===== src/design/lmc_pkg.sv =====
`timescale 1ns / 1ps
// ----------------------------------------------------------------------------
// lmc_pkg
// types, register map and arithmetic helpers shared by the lumel combiner
// ----------------------------------------------------------------------------
package lmc_pkg;

	localparam int unsigned NUM_LIGHT_SLOTS = 4;
	localparam int unsigned CHAN_W          = 8;
	localparam int unsigned CODE_W          = 10;
	localparam int unsigned LIGHT_W         = 3 * CODE_W;
	localparam int unsigned COUNT_W         = 3;
	localparam int unsigned TERM_W          = CODE_W;
	localparam int unsigned PROD_W          = CODE_W + CHAN_W;
	localparam int unsigned ADDR_W          = 5;
	localparam int unsigned DATA_W          = 32;
	localparam logic [PROD_W-1:0] ROUND_HALF = PROD_W'(128);
	localparam logic [CHAN_W-1:0] CHAN_MAX   = 8'd255;

	// register index, byte address is 4 * index
	typedef enum logic [2:0] {
		REG_AMBIENT_RED   = 3'd0,
		REG_AMBIENT_GREEN = 3'd1,
		REG_AMBIENT_BLUE  = 3'd2,
		REG_LIGHT_COUNT   = 3'd3,
		REG_LIGHT_COLOR_0 = 3'd4,
		REG_LIGHT_COLOR_1 = 3'd5,
		REG_LIGHT_COLOR_2 = 3'd6,
		REG_LIGHT_COLOR_3 = 3'd7
	} lmc_reg_t;

	typedef struct packed {
		logic [CHAN_W-1:0]                         ambient_red;
		logic [CHAN_W-1:0]                         ambient_green;
		logic [CHAN_W-1:0]                         ambient_blue;
		logic [COUNT_W-1:0]                        light_count;
		logic [NUM_LIGHT_SLOTS-1:0][LIGHT_W-1:0]   light_color;
	} lmc_cfg_t;

	// rounded u2.8 code times shadow byte, half up
	function automatic logic [TERM_W-1:0] light_term(
		input logic [CODE_W-1:0] code,
		input logic [CHAN_W-1:0] shade
	);
		logic [PROD_W-1:0] prod;
		prod = (PROD_W'(code) * PROD_W'(shade)) + ROUND_HALF;
		return prod[PROD_W-1:CHAN_W];
	endfunction

	// saturating add of a channel value and a term
	function automatic logic [CHAN_W-1:0] sat_add(
		input logic [CHAN_W-1:0] a,
		input logic [TERM_W-1:0] b
	);
		logic [TERM_W:0] sum;
		sum = (TERM_W+1)'(a) + (TERM_W+1)'(b);
		return (sum > (TERM_W+1)'(CHAN_MAX)) ? CHAN_MAX : sum[CHAN_W-1:0];
	endfunction

endpackage


===== src/design/lmc_cfg_regs.sv =====
`timescale 1ns / 1ps
// ----------------------------------------------------------------------------
// lmc_cfg_regs
// apb register file holding ambient color, light count and light colors
// ----------------------------------------------------------------------------
module lmc_cfg_regs (
	input  logic                        clk,
	input  logic                        arst_n,
	input  logic                        psel,
	input  logic                        penable,
	input  logic                        pwrite,
	input  logic [lmc_pkg::ADDR_W-1:0]  paddr,
	input  logic [lmc_pkg::DATA_W-1:0]  pwdata,
	output logic [lmc_pkg::DATA_W-1:0]  prdata,
	output logic                        pready,
	output lmc_pkg::lmc_cfg_t           cfg
);

	lmc_pkg::lmc_cfg_t cfg_q;
	lmc_pkg::lmc_reg_t reg_sel;
	logic              wr_en;

	assign pready  = 1'b1;
	assign reg_sel = lmc_pkg::lmc_reg_t'(paddr[lmc_pkg::ADDR_W-1:2]);
	assign wr_en   = psel & penable & pwrite & pready;
	assign cfg     = cfg_q;

	always_ff @(posedge clk or negedge arst_n) begin
		if (!arst_n) begin
			cfg_q <= '0;
		end else if (wr_en) begin
			case (reg_sel)
				lmc_pkg::REG_AMBIENT_RED: begin
					cfg_q.ambient_red <= pwdata[lmc_pkg::CHAN_W-1:0];
				end
				lmc_pkg::REG_AMBIENT_GREEN: begin
					cfg_q.ambient_green <= pwdata[lmc_pkg::CHAN_W-1:0];
				end
				lmc_pkg::REG_AMBIENT_BLUE: begin
					cfg_q.ambient_blue <= pwdata[lmc_pkg::CHAN_W-1:0];
				end
				lmc_pkg::REG_LIGHT_COUNT: begin
					cfg_q.light_count <= pwdata[lmc_pkg::COUNT_W-1:0];
				end
				lmc_pkg::REG_LIGHT_COLOR_0: begin
					cfg_q.light_color[0] <= pwdata[lmc_pkg::LIGHT_W-1:0];
				end
				lmc_pkg::REG_LIGHT_COLOR_1: begin
					cfg_q.light_color[1] <= pwdata[lmc_pkg::LIGHT_W-1:0];
				end
				lmc_pkg::REG_LIGHT_COLOR_2: begin
					cfg_q.light_color[2] <= pwdata[lmc_pkg::LIGHT_W-1:0];
				end
				lmc_pkg::REG_LIGHT_COLOR_3: begin
					cfg_q.light_color[3] <= pwdata[lmc_pkg::LIGHT_W-1:0];
				end
				default: begin
				end
			endcase
		end
	end

	always_comb begin
		prdata = '0;
		case (reg_sel)
			lmc_pkg::REG_AMBIENT_RED:   prdata = lmc_pkg::DATA_W'(cfg_q.ambient_red);
			lmc_pkg::REG_AMBIENT_GREEN: prdata = lmc_pkg::DATA_W'(cfg_q.ambient_green);
			lmc_pkg::REG_AMBIENT_BLUE:  prdata = lmc_pkg::DATA_W'(cfg_q.ambient_blue);
			lmc_pkg::REG_LIGHT_COUNT:   prdata = lmc_pkg::DATA_W'(cfg_q.light_count);
			lmc_pkg::REG_LIGHT_COLOR_0: prdata = lmc_pkg::DATA_W'(cfg_q.light_color[0]);
			lmc_pkg::REG_LIGHT_COLOR_1: prdata = lmc_pkg::DATA_W'(cfg_q.light_color[1]);
			lmc_pkg::REG_LIGHT_COLOR_2: prdata = lmc_pkg::DATA_W'(cfg_q.light_color[2]);
			lmc_pkg::REG_LIGHT_COLOR_3: prdata = lmc_pkg::DATA_W'(cfg_q.light_color[3]);
			default:                    prdata = '0;
		endcase
	end

endmodule


===== src/design/lmc_shade_calc.sv =====
`timescale 1ns / 1ps
// ----------------------------------------------------------------------------
// lmc_shade_calc
// static color plus ambient plus per-light rounded color times shadow, saturating per channel
// ----------------------------------------------------------------------------
module lmc_shade_calc #(
	parameter int unsigned MAX_LIGHTS = 4
) (
	input  lmc_pkg::lmc_cfg_t                                cfg,
	input  logic [lmc_pkg::CHAN_W-1:0]                       static_red,
	input  logic [lmc_pkg::CHAN_W-1:0]                       static_green,
	input  logic [lmc_pkg::CHAN_W-1:0]                       static_blue,
	input  logic [MAX_LIGHTS-1:0][lmc_pkg::CHAN_W-1:0]       shadow,
	output logic [lmc_pkg::CHAN_W-1:0]                       lit_red,
	output logic [lmc_pkg::CHAN_W-1:0]                       lit_green,
	output logic [lmc_pkg::CHAN_W-1:0]                       lit_blue
);

	localparam int unsigned CW = lmc_pkg::CODE_W;

	logic [lmc_pkg::COUNT_W-1:0]               count_eff;
	logic [MAX_LIGHTS-1:0]                     light_en;
	logic [MAX_LIGHTS-1:0][lmc_pkg::TERM_W-1:0] term_r;
	logic [MAX_LIGHTS-1:0][lmc_pkg::TERM_W-1:0] term_g;
	logic [MAX_LIGHTS-1:0][lmc_pkg::TERM_W-1:0] term_b;
	logic [MAX_LIGHTS:0][lmc_pkg::CHAN_W-1:0]   acc_r;
	logic [MAX_LIGHTS:0][lmc_pkg::CHAN_W-1:0]   acc_g;
	logic [MAX_LIGHTS:0][lmc_pkg::CHAN_W-1:0]   acc_b;

	// counts above the lane count clamp to it
	assign count_eff = (cfg.light_count > lmc_pkg::COUNT_W'(MAX_LIGHTS)) ?
		lmc_pkg::COUNT_W'(MAX_LIGHTS) : cfg.light_count;

	assign acc_r[0] = lmc_pkg::sat_add(static_red,
		lmc_pkg::TERM_W'(cfg.ambient_red));
	assign acc_g[0] = lmc_pkg::sat_add(static_green,
		lmc_pkg::TERM_W'(cfg.ambient_green));
	assign acc_b[0] = lmc_pkg::sat_add(static_blue,
		lmc_pkg::TERM_W'(cfg.ambient_blue));

	for (genvar i = 0; i < MAX_LIGHTS; i++) begin : g_light
		assign light_en[i] = (lmc_pkg::COUNT_W'(i) < count_eff);

		// disabled lights contribute nothing
		assign term_r[i] = light_en[i] ?
			lmc_pkg::light_term(cfg.light_color[i][3*CW-1:2*CW], shadow[i]) : '0;
		assign term_g[i] = light_en[i] ?
			lmc_pkg::light_term(cfg.light_color[i][2*CW-1:CW], shadow[i]) : '0;
		assign term_b[i] = light_en[i] ?
			lmc_pkg::light_term(cfg.light_color[i][CW-1:0], shadow[i]) : '0;

		assign acc_r[i+1] = lmc_pkg::sat_add(acc_r[i], term_r[i]);
		assign acc_g[i+1] = lmc_pkg::sat_add(acc_g[i], term_g[i]);
		assign acc_b[i+1] = lmc_pkg::sat_add(acc_b[i], term_b[i]);
	end

	assign lit_red   = acc_r[MAX_LIGHTS];
	assign lit_green = acc_g[MAX_LIGHTS];
	assign lit_blue  = acc_b[MAX_LIGHTS];

endmodule


===== src/design/lightmap_lumel_combine.sv =====
`timescale 1ns / 1ps
// ----------------------------------------------------------------------------
// lightmap_lumel_combine
// lumel color combiner: static color plus ambient plus shadowed light colors
// ----------------------------------------------------------------------------
// usage
//   lumels enter on the lumel channel (lumel_valid / lumel_stall): static rgb,
//   one shadow byte per light and the last_lumel marker. one result per lumel
//   leaves on the lit channel (lit_valid / lit_stall) in arrival order, with
//   out_last copied from last_lumel.
//   ambient color, light count and light colors are set over the apb port
//   while no lumel is in flight; pready is always high.
// pipeline and throughput
//   an accepted transfer lands in the input register, and the result
//   register loads from it once the result stage is empty or its content
//   moves on; lit_valid rises when the result register loads. the combine
//   logic (up to twelve 10x8 multiplies and a five-deep chain of saturating
//   adds) sits between the two registers. one lumel per cycle sustained
//   while lit_stall is low.
// stall
//   a stalled result holds in the result register; a new lumel is still taken
//   into the input register while it is empty, and lumel_stall rises only
//   when both stages are full and lit_stall is high.
// reset
//   arst_n clears both stage valid bits and all configuration registers.
// ----------------------------------------------------------------------------
module lightmap_lumel_combine #(
	parameter int unsigned MAX_LIGHTS = 4
) (
	input  logic                        clk,
	input  logic                        arst_n,
	// apb configuration
	input  logic                        psel,
	input  logic                        penable,
	input  logic                        pwrite,
	input  logic [lmc_pkg::ADDR_W-1:0]  paddr,
	input  logic [lmc_pkg::DATA_W-1:0]  pwdata,
	output logic [lmc_pkg::DATA_W-1:0]  prdata,
	output logic                        pready,
	// lumel channel
	input  logic                        lumel_valid,
	output logic                        lumel_stall,
	input  logic [lmc_pkg::CHAN_W-1:0]  static_red,
	input  logic [lmc_pkg::CHAN_W-1:0]  static_green,
	input  logic [lmc_pkg::CHAN_W-1:0]  static_blue,
	input  logic [lmc_pkg::CHAN_W-1:0]  shadow_0,
	input  logic [lmc_pkg::CHAN_W-1:0]  shadow_1,
	input  logic [lmc_pkg::CHAN_W-1:0]  shadow_2,
	input  logic [lmc_pkg::CHAN_W-1:0]  shadow_3,
	input  logic                        last_lumel,
	// lit channel
	output logic                        lit_valid,
	input  logic                        lit_stall,
	output logic [lmc_pkg::CHAN_W-1:0]  lit_red,
	output logic [lmc_pkg::CHAN_W-1:0]  lit_green,
	output logic [lmc_pkg::CHAN_W-1:0]  lit_blue,
	output logic                        out_last
);

	localparam int unsigned CH = lmc_pkg::CHAN_W;

	lmc_pkg::lmc_cfg_t cfg;

	// stage 1: registered input
	logic                                   valid_s1;
	logic [CH-1:0]                          red_s1;
	logic [CH-1:0]                          green_s1;
	logic [CH-1:0]                          blue_s1;
	logic [lmc_pkg::NUM_LIGHT_SLOTS-1:0][CH-1:0] shadow_s1;
	logic                                   last_s1;

	// stage 2: registered result
	logic          valid_s2;
	logic [CH-1:0] red_s2;
	logic [CH-1:0] green_s2;
	logic [CH-1:0] blue_s2;
	logic          last_s2;

	logic          adv_s2;
	logic          adv_s1;
	logic          take;
	logic [CH-1:0] calc_red;
	logic [CH-1:0] calc_green;
	logic [CH-1:0] calc_blue;

	lmc_cfg_regs u_cfg (
		.clk     (clk),
		.arst_n  (arst_n),
		.psel    (psel),
		.penable (penable),
		.pwrite  (pwrite),
		.paddr   (paddr),
		.pwdata  (pwdata),
		.prdata  (prdata),
		.pready  (pready),
		.cfg     (cfg)
	);

	// stage enables: a stage loads when it is empty or its content moves on
	assign adv_s2      = !valid_s2 || !lit_stall;
	assign adv_s1      = !valid_s1 || adv_s2;
	assign lumel_stall = !adv_s1;
	assign take        = lumel_valid && !lumel_stall;

	always_ff @(posedge clk or negedge arst_n) begin
		if (!arst_n) begin
			valid_s1 <= 1'b0;
		end else if (adv_s1) begin
			valid_s1 <= lumel_valid;
		end
	end

	always_ff @(posedge clk) begin
		if (take) begin
			red_s1       <= static_red;
			green_s1     <= static_green;
			blue_s1      <= static_blue;
			shadow_s1[0] <= shadow_0;
			shadow_s1[1] <= shadow_1;
			shadow_s1[2] <= shadow_2;
			shadow_s1[3] <= shadow_3;
			last_s1      <= last_lumel;
		end
	end

	lmc_shade_calc #(
		.MAX_LIGHTS (MAX_LIGHTS)
	) u_calc (
		.cfg          (cfg),
		.static_red   (red_s1),
		.static_green (green_s1),
		.static_blue  (blue_s1),
		.shadow       (shadow_s1[MAX_LIGHTS-1:0]),
		.lit_red      (calc_red),
		.lit_green    (calc_green),
		.lit_blue     (calc_blue)
	);

	always_ff @(posedge clk or negedge arst_n) begin
		if (!arst_n) begin
			valid_s2 <= 1'b0;
		end else if (adv_s2) begin
			valid_s2 <= valid_s1;
		end
	end

	always_ff @(posedge clk) begin
		if (adv_s2 && valid_s1) begin
			red_s2   <= calc_red;
			green_s2 <= calc_green;
			blue_s2  <= calc_blue;
			last_s2  <= last_s1;
		end
	end

	assign lit_valid = valid_s2;
	assign lit_red   = red_s2;
	assign lit_green = green_s2;
	assign lit_blue  = blue_s2;
	assign out_last  = last_s2;

	// input side backs up only when both stages hold work and the output is stalled
	a_stall_only_when_full: assert property (@(posedge clk) disable iff (!arst_n)
		lumel_stall |-> (valid_s1 && valid_s2 && lit_stall))
		else $error("lumel_stall raised with room in the pipeline");

	// an accepted transfer occupies stage 1 on the next edge
	a_take_fills_s1: assert property (@(posedge clk) disable iff (!arst_n)
		take |=> valid_s1)
		else $error("accepted lumel lost from stage 1");

	// a stage 1 item that cannot move stays put with its payload
	a_s1_holds: assert property (@(posedge clk) disable iff (!arst_n)
		(valid_s1 && !adv_s2) |=> (valid_s1 && $stable(red_s1) && $stable(last_s1)))
		else $error("stage 1 item dropped or changed while blocked");

	// a delivered result with nothing behind it leaves the output empty
	a_drain: assert property (@(posedge clk) disable iff (!arst_n)
		(valid_s2 && !lit_stall && !valid_s1) |=> !lit_valid)
		else $error("result repeated after transfer");

endmodule

===== config.mk =====
export PLATFORM = sky130hd
export DESIGN_NAME = lightmap_lumel_combine
export DESIGN_NICKNAME = d
export VERILOG_FILES = /design/src/design/lmc_pkg.sv /design/src/design/lmc_cfg_regs.sv /design/src/design/lmc_shade_calc.sv /design/src/design/lightmap_lumel_combine.sv
export SDC_FILE = /design/constraint.sdc
export NUM_CORES = 2
export LEC_CHECK = 0
export ABC_AREA = 1
export BUFFER_PORTS_ARGS = -buffer_cell sky130_fd_sc_hd__buf_4
export CAP_MARGIN = 20
export CORE_AREA = 2 2 437 439
export CTS_BUF_LIST = sky130_fd_sc_hd__clkbuf_16
export CTS_CLUSTER_SIZE = 25
export DETAILED_ROUTE_END_ITERATION = 10
export DIE_AREA = 0 0 439 441
export GPL_TIMING_DRIVEN = 0
export MAX_ROUTING_LAYER = met4
export PLACE_DENSITY = 0.36
export SLEW_MARGIN = 20
export SYNTH_ARGS = -nofsm -noshare
export SYNTH_HDL_FRONTEND = slang
export SYNTH_SLANG_ARGS = --single-unit

===== constraint.sdc =====
create_clock -name clk -period 16.3 [get_ports clk]
set_input_delay 2.445 -clock clk [delete_from_list [all_inputs] [get_ports clk]]
set_output_delay 2.445 -clock clk [all_outputs]
set_load 0.03 [all_outputs]

==> results by group <==
Worst setup path
  • WP data required: 16590 ps
  • Reg2reg setup slack: 2740 ps
  • Crit. End Element: flop
  • CP Launch Type: flop
  • CP Data Arrival Time: 13850 ps
  • Most frequent CP cell: nand2_1
  • CP Max Fanout: 10
  • CP Launch Point: shadow_s1[1]$_DFFE_PP_
  • Critical Path Slowest Stage Cell: o21ai_0
  • Worst reg2reg path startpoint: shadow_s1[1]$_DFFE_PP_
  • CP peak stage delay: 750 ps
  • R2R depth: 62
  • Setup CP Type: flop to flop
  • Reg2reg end: lit_blue[5]$_SDFFCE_PN1P_

Global route
  • Grt ovf: 0
  • GRT Util Overall: 19.4%
  • Largest net degree at the start of global routing: 85
  • Number of global-route vias before repair: 41400
  • First-pass GRT wire length: 270000 um
  • Initial antenna violation count: 5

Cells and area
  • Layout Nets: 7907
  • Area Overhead vs Synth: 11.8%
  • Share of layout cells above drive strength 1: 4.23%

STA
  • Clock Skews: 45.0 ps
  • FMAX: 73.7 MHz
  • Tmin final: 13560 ps
  • Setup WS post-layout: 2740 ps
  • Setup tns final: 0 ps
  • Final Cycle Share: 83.2%
  • Slew margin rel.: 27.7%
  • Worst Tran Pin Value: 1080 ps
  • Setup Viol. Count Final: 0
  • Slew Limit Fails: 0
  • Final Hold Fails: 0
  • Unrepaired setup endpoints after global routing: no

Die
  • Total Die Area: 194000 um^2
  • Core Area: 189000 um^2
  • Initial core utilization: 24.9%
  • Site Rows: 160
  • Die span in x: 439 um
  • I/O pins: 161
  • Die Ht: 441 um

Synth
  • EDFF count, synth: 82
  • Asr flop ratio synth: 64.5%
  • Syn Inst Count: 6421
  • Synth top cells by count: inv_1 (1675), nand2_1 (1675), ha_1 (612)
  • Top_reg_cell synth: dfrtp_1
  • Ranking of synthesized cells by area: fa_1 (25%), ha_1 (16%), inv_1 (13%), nand2_1 (13%), dfrtp_1 (7.9%)
  • Mapped Area: 47100 um^2
  • Post-Synth XOR/XNOR Area: 2.29%
  • Number of synthesized register bits: 231
  • Post-synth top area share: 24.6%
  • Synth Area in Compound Gates: 7.37%
  • Count of yosys warnings during synthesis: 0
  • Largest family of logic cells by synthesized area: adder cells
  • Area leader, netlist: fa_1
  • Sequential element share of the synthesized area: 13.2%
  • Mux contribution to synthesized area: 0.957%
  • Synth cell types: 57
  • Adder-cell area share of the yosys netlist: 40.9%
  • Mean Syn Cell Area: 7.33 um^2
  • Simple-gate share of the synthesized area: 19.8%

Drt
  • Met2 wire length: 87900 um
  • Vias: 39900
  • Remaining DRCs: 0
  • Routed WL: 179000 um
  • First-pass detailed-route iteration total: 5
  • Post-route ant nets: 0
  • Drt wl/cell: 19.6 um
  • Met3 WL: 4040 um
  • Top Metal Used: met4
  • Initial DRC count: 2245
  • M1 WL: 84000 um
  • Via/cell ratio: 4.35

CTS
  • Root Buffer: clkbuf_16
  • Post-CTS Setup Bufs: 0
  • Clock sink total: 231
  • Post-CTS Resized: 0
  • H-tree Lvls: 2
  • Total CTS buffers: 36
  • Clk_lat worst skew: 650 ps
  • CTS tree: done
  • Clock Tree Buf Depth: 3
  • Hold_buf cts: 0
  • CTS clk-pin slew, worst paths: 60 ps

Run
  • Number of max-cap violations: 0

Placed design
  • Post-DP HPWL: 151000 um
  • Number of I/O port buffers: 152
  • GP Congestion: 0.905
  • DP Worst Slack: 2460 ps

Min path
  • Worst hold path type: flop to flop
  • Hold EP: out_last$_DFFE_PP_
  • Hold Startpoint: last_s1$_DFFE_PP_
  • Hold Path Depth: 0

Status
  • Status: completed
==> worst max-delay path, delay by kind of cell (launching register included) <==
| kind | cells | cell delay, ps |
|---|---|---|
| buffers and inverters | 7 | 1510 |
| and+or+nand+nor | 39 | 4870 |
| DFF | 1 | 400 |
| adders and majority gates | 12 | 4870 |
| AOI/OAI and AO/OA | 4 | 1490 |
==> how the worst max path moves through the flow <==
stage                                           end  slack (ps)
after global routing      lit_blue[5]$_SDFFCE_PN1P_        1440
after CTS                 lit_blue[5]$_SDFFCE_PN1P_        2410
after floorplan           lit_blue[2]$_SDFFCE_PN1P_        6350
after global placement    lit_blue[5]$_SDFFCE_PN1P_        2480
final                     lit_blue[5]$_SDFFCE_PN1P_        2740
after detailed placement  lit_blue[5]$_SDFFCE_PN1P_        2460
==> layout by cell type, fill, tap and decap left out, types with 21 or more instances in the layout <==
| cell | instances |
|---|---|
| inv_1 | 1681 |
| nand2_1 | 1675 |
| ha_1 | 612 |
| fa_1 | 579 |
| a21oi_1 | 257 |
| nor2_1 | 233 |
| nand3_1 | 221 |
| clkbuf_1 | 208 |
| o21ai_0 | 176 |
| buf_4 | 154 |
| dfrtp_1 | 149 |
| edfxtp_1 | 82 |
| nand4_1 | 69 |
| xnor2_1 | 62 |
| xor2_1 | 61 |
| nor3_1 | 49 |
| clkbuf_16 | 38 |
| buf_1 | 30 |
| a22oi_1 | 24 |
| o221ai_1 | 22 |
| o21bai_1 | 21 |
==> per-layer routing <==
layer / up-vias / global-route usage (%)
li1: 19800 / -
met1: 19500 / 25.3
met2: 503 / 33.1
met3: 98 / 1.36
met4: 0 / 3.51
met5: - / -
==> state kept, by name, indices dropped and copies added (netlist names) <==
register	flops
blue_s1	8
u_cfg.cfg	147
red_s1	8
shadow_s1	32
lit_blue	8
last_s1	1
valid_s1	1
out_last	1
green_s1	8
lit_valid	1
lit_red	8
lit_green	8
==> kinds of logic after synthesis <==
logic type / after synthesis
AOI/OAI and AO/OA: 602
other: 2
buffers and inverters: 1938
DFF: 231
and+or+nand+nor: 2294
xor gates and xnor gates: 123
adders and majority gates: 1191
muxes: 40
==> area by class of cell <==
type,instances,area (um^2)
Tap cell,2511,3140
Inverter,1681,6310
Clock buffer,38,951
Clock inverter,28,213
Buffer,257,996
Antenna cell,1,2.50
Sequential cell,231,6190
Multi-Input combinational cell,4253,33600
Fill cell,21100,137000
Timing Repair Buffer,155,1230
==> metrics by stage <==
step | hold WS [ps] | std cells | instance area, um^2 | util, %
detailed placement | 416 | 9088 | 51500 | 27.2
global route | 422 | 9155 | 52600 | 27.8
CTS | 422 | 9154 | 52600 | 27.8
global placement | 404 | 9085 | 51300 | 27.1
floorplan | 400 | 6422 | 47100 | -
finish | 424 | 9155 | 52600 | 27.8
Power is left out: the tool's default activity adds up to more than one toggle a clock period on the data nets, which glitch-free logic cannot reach.
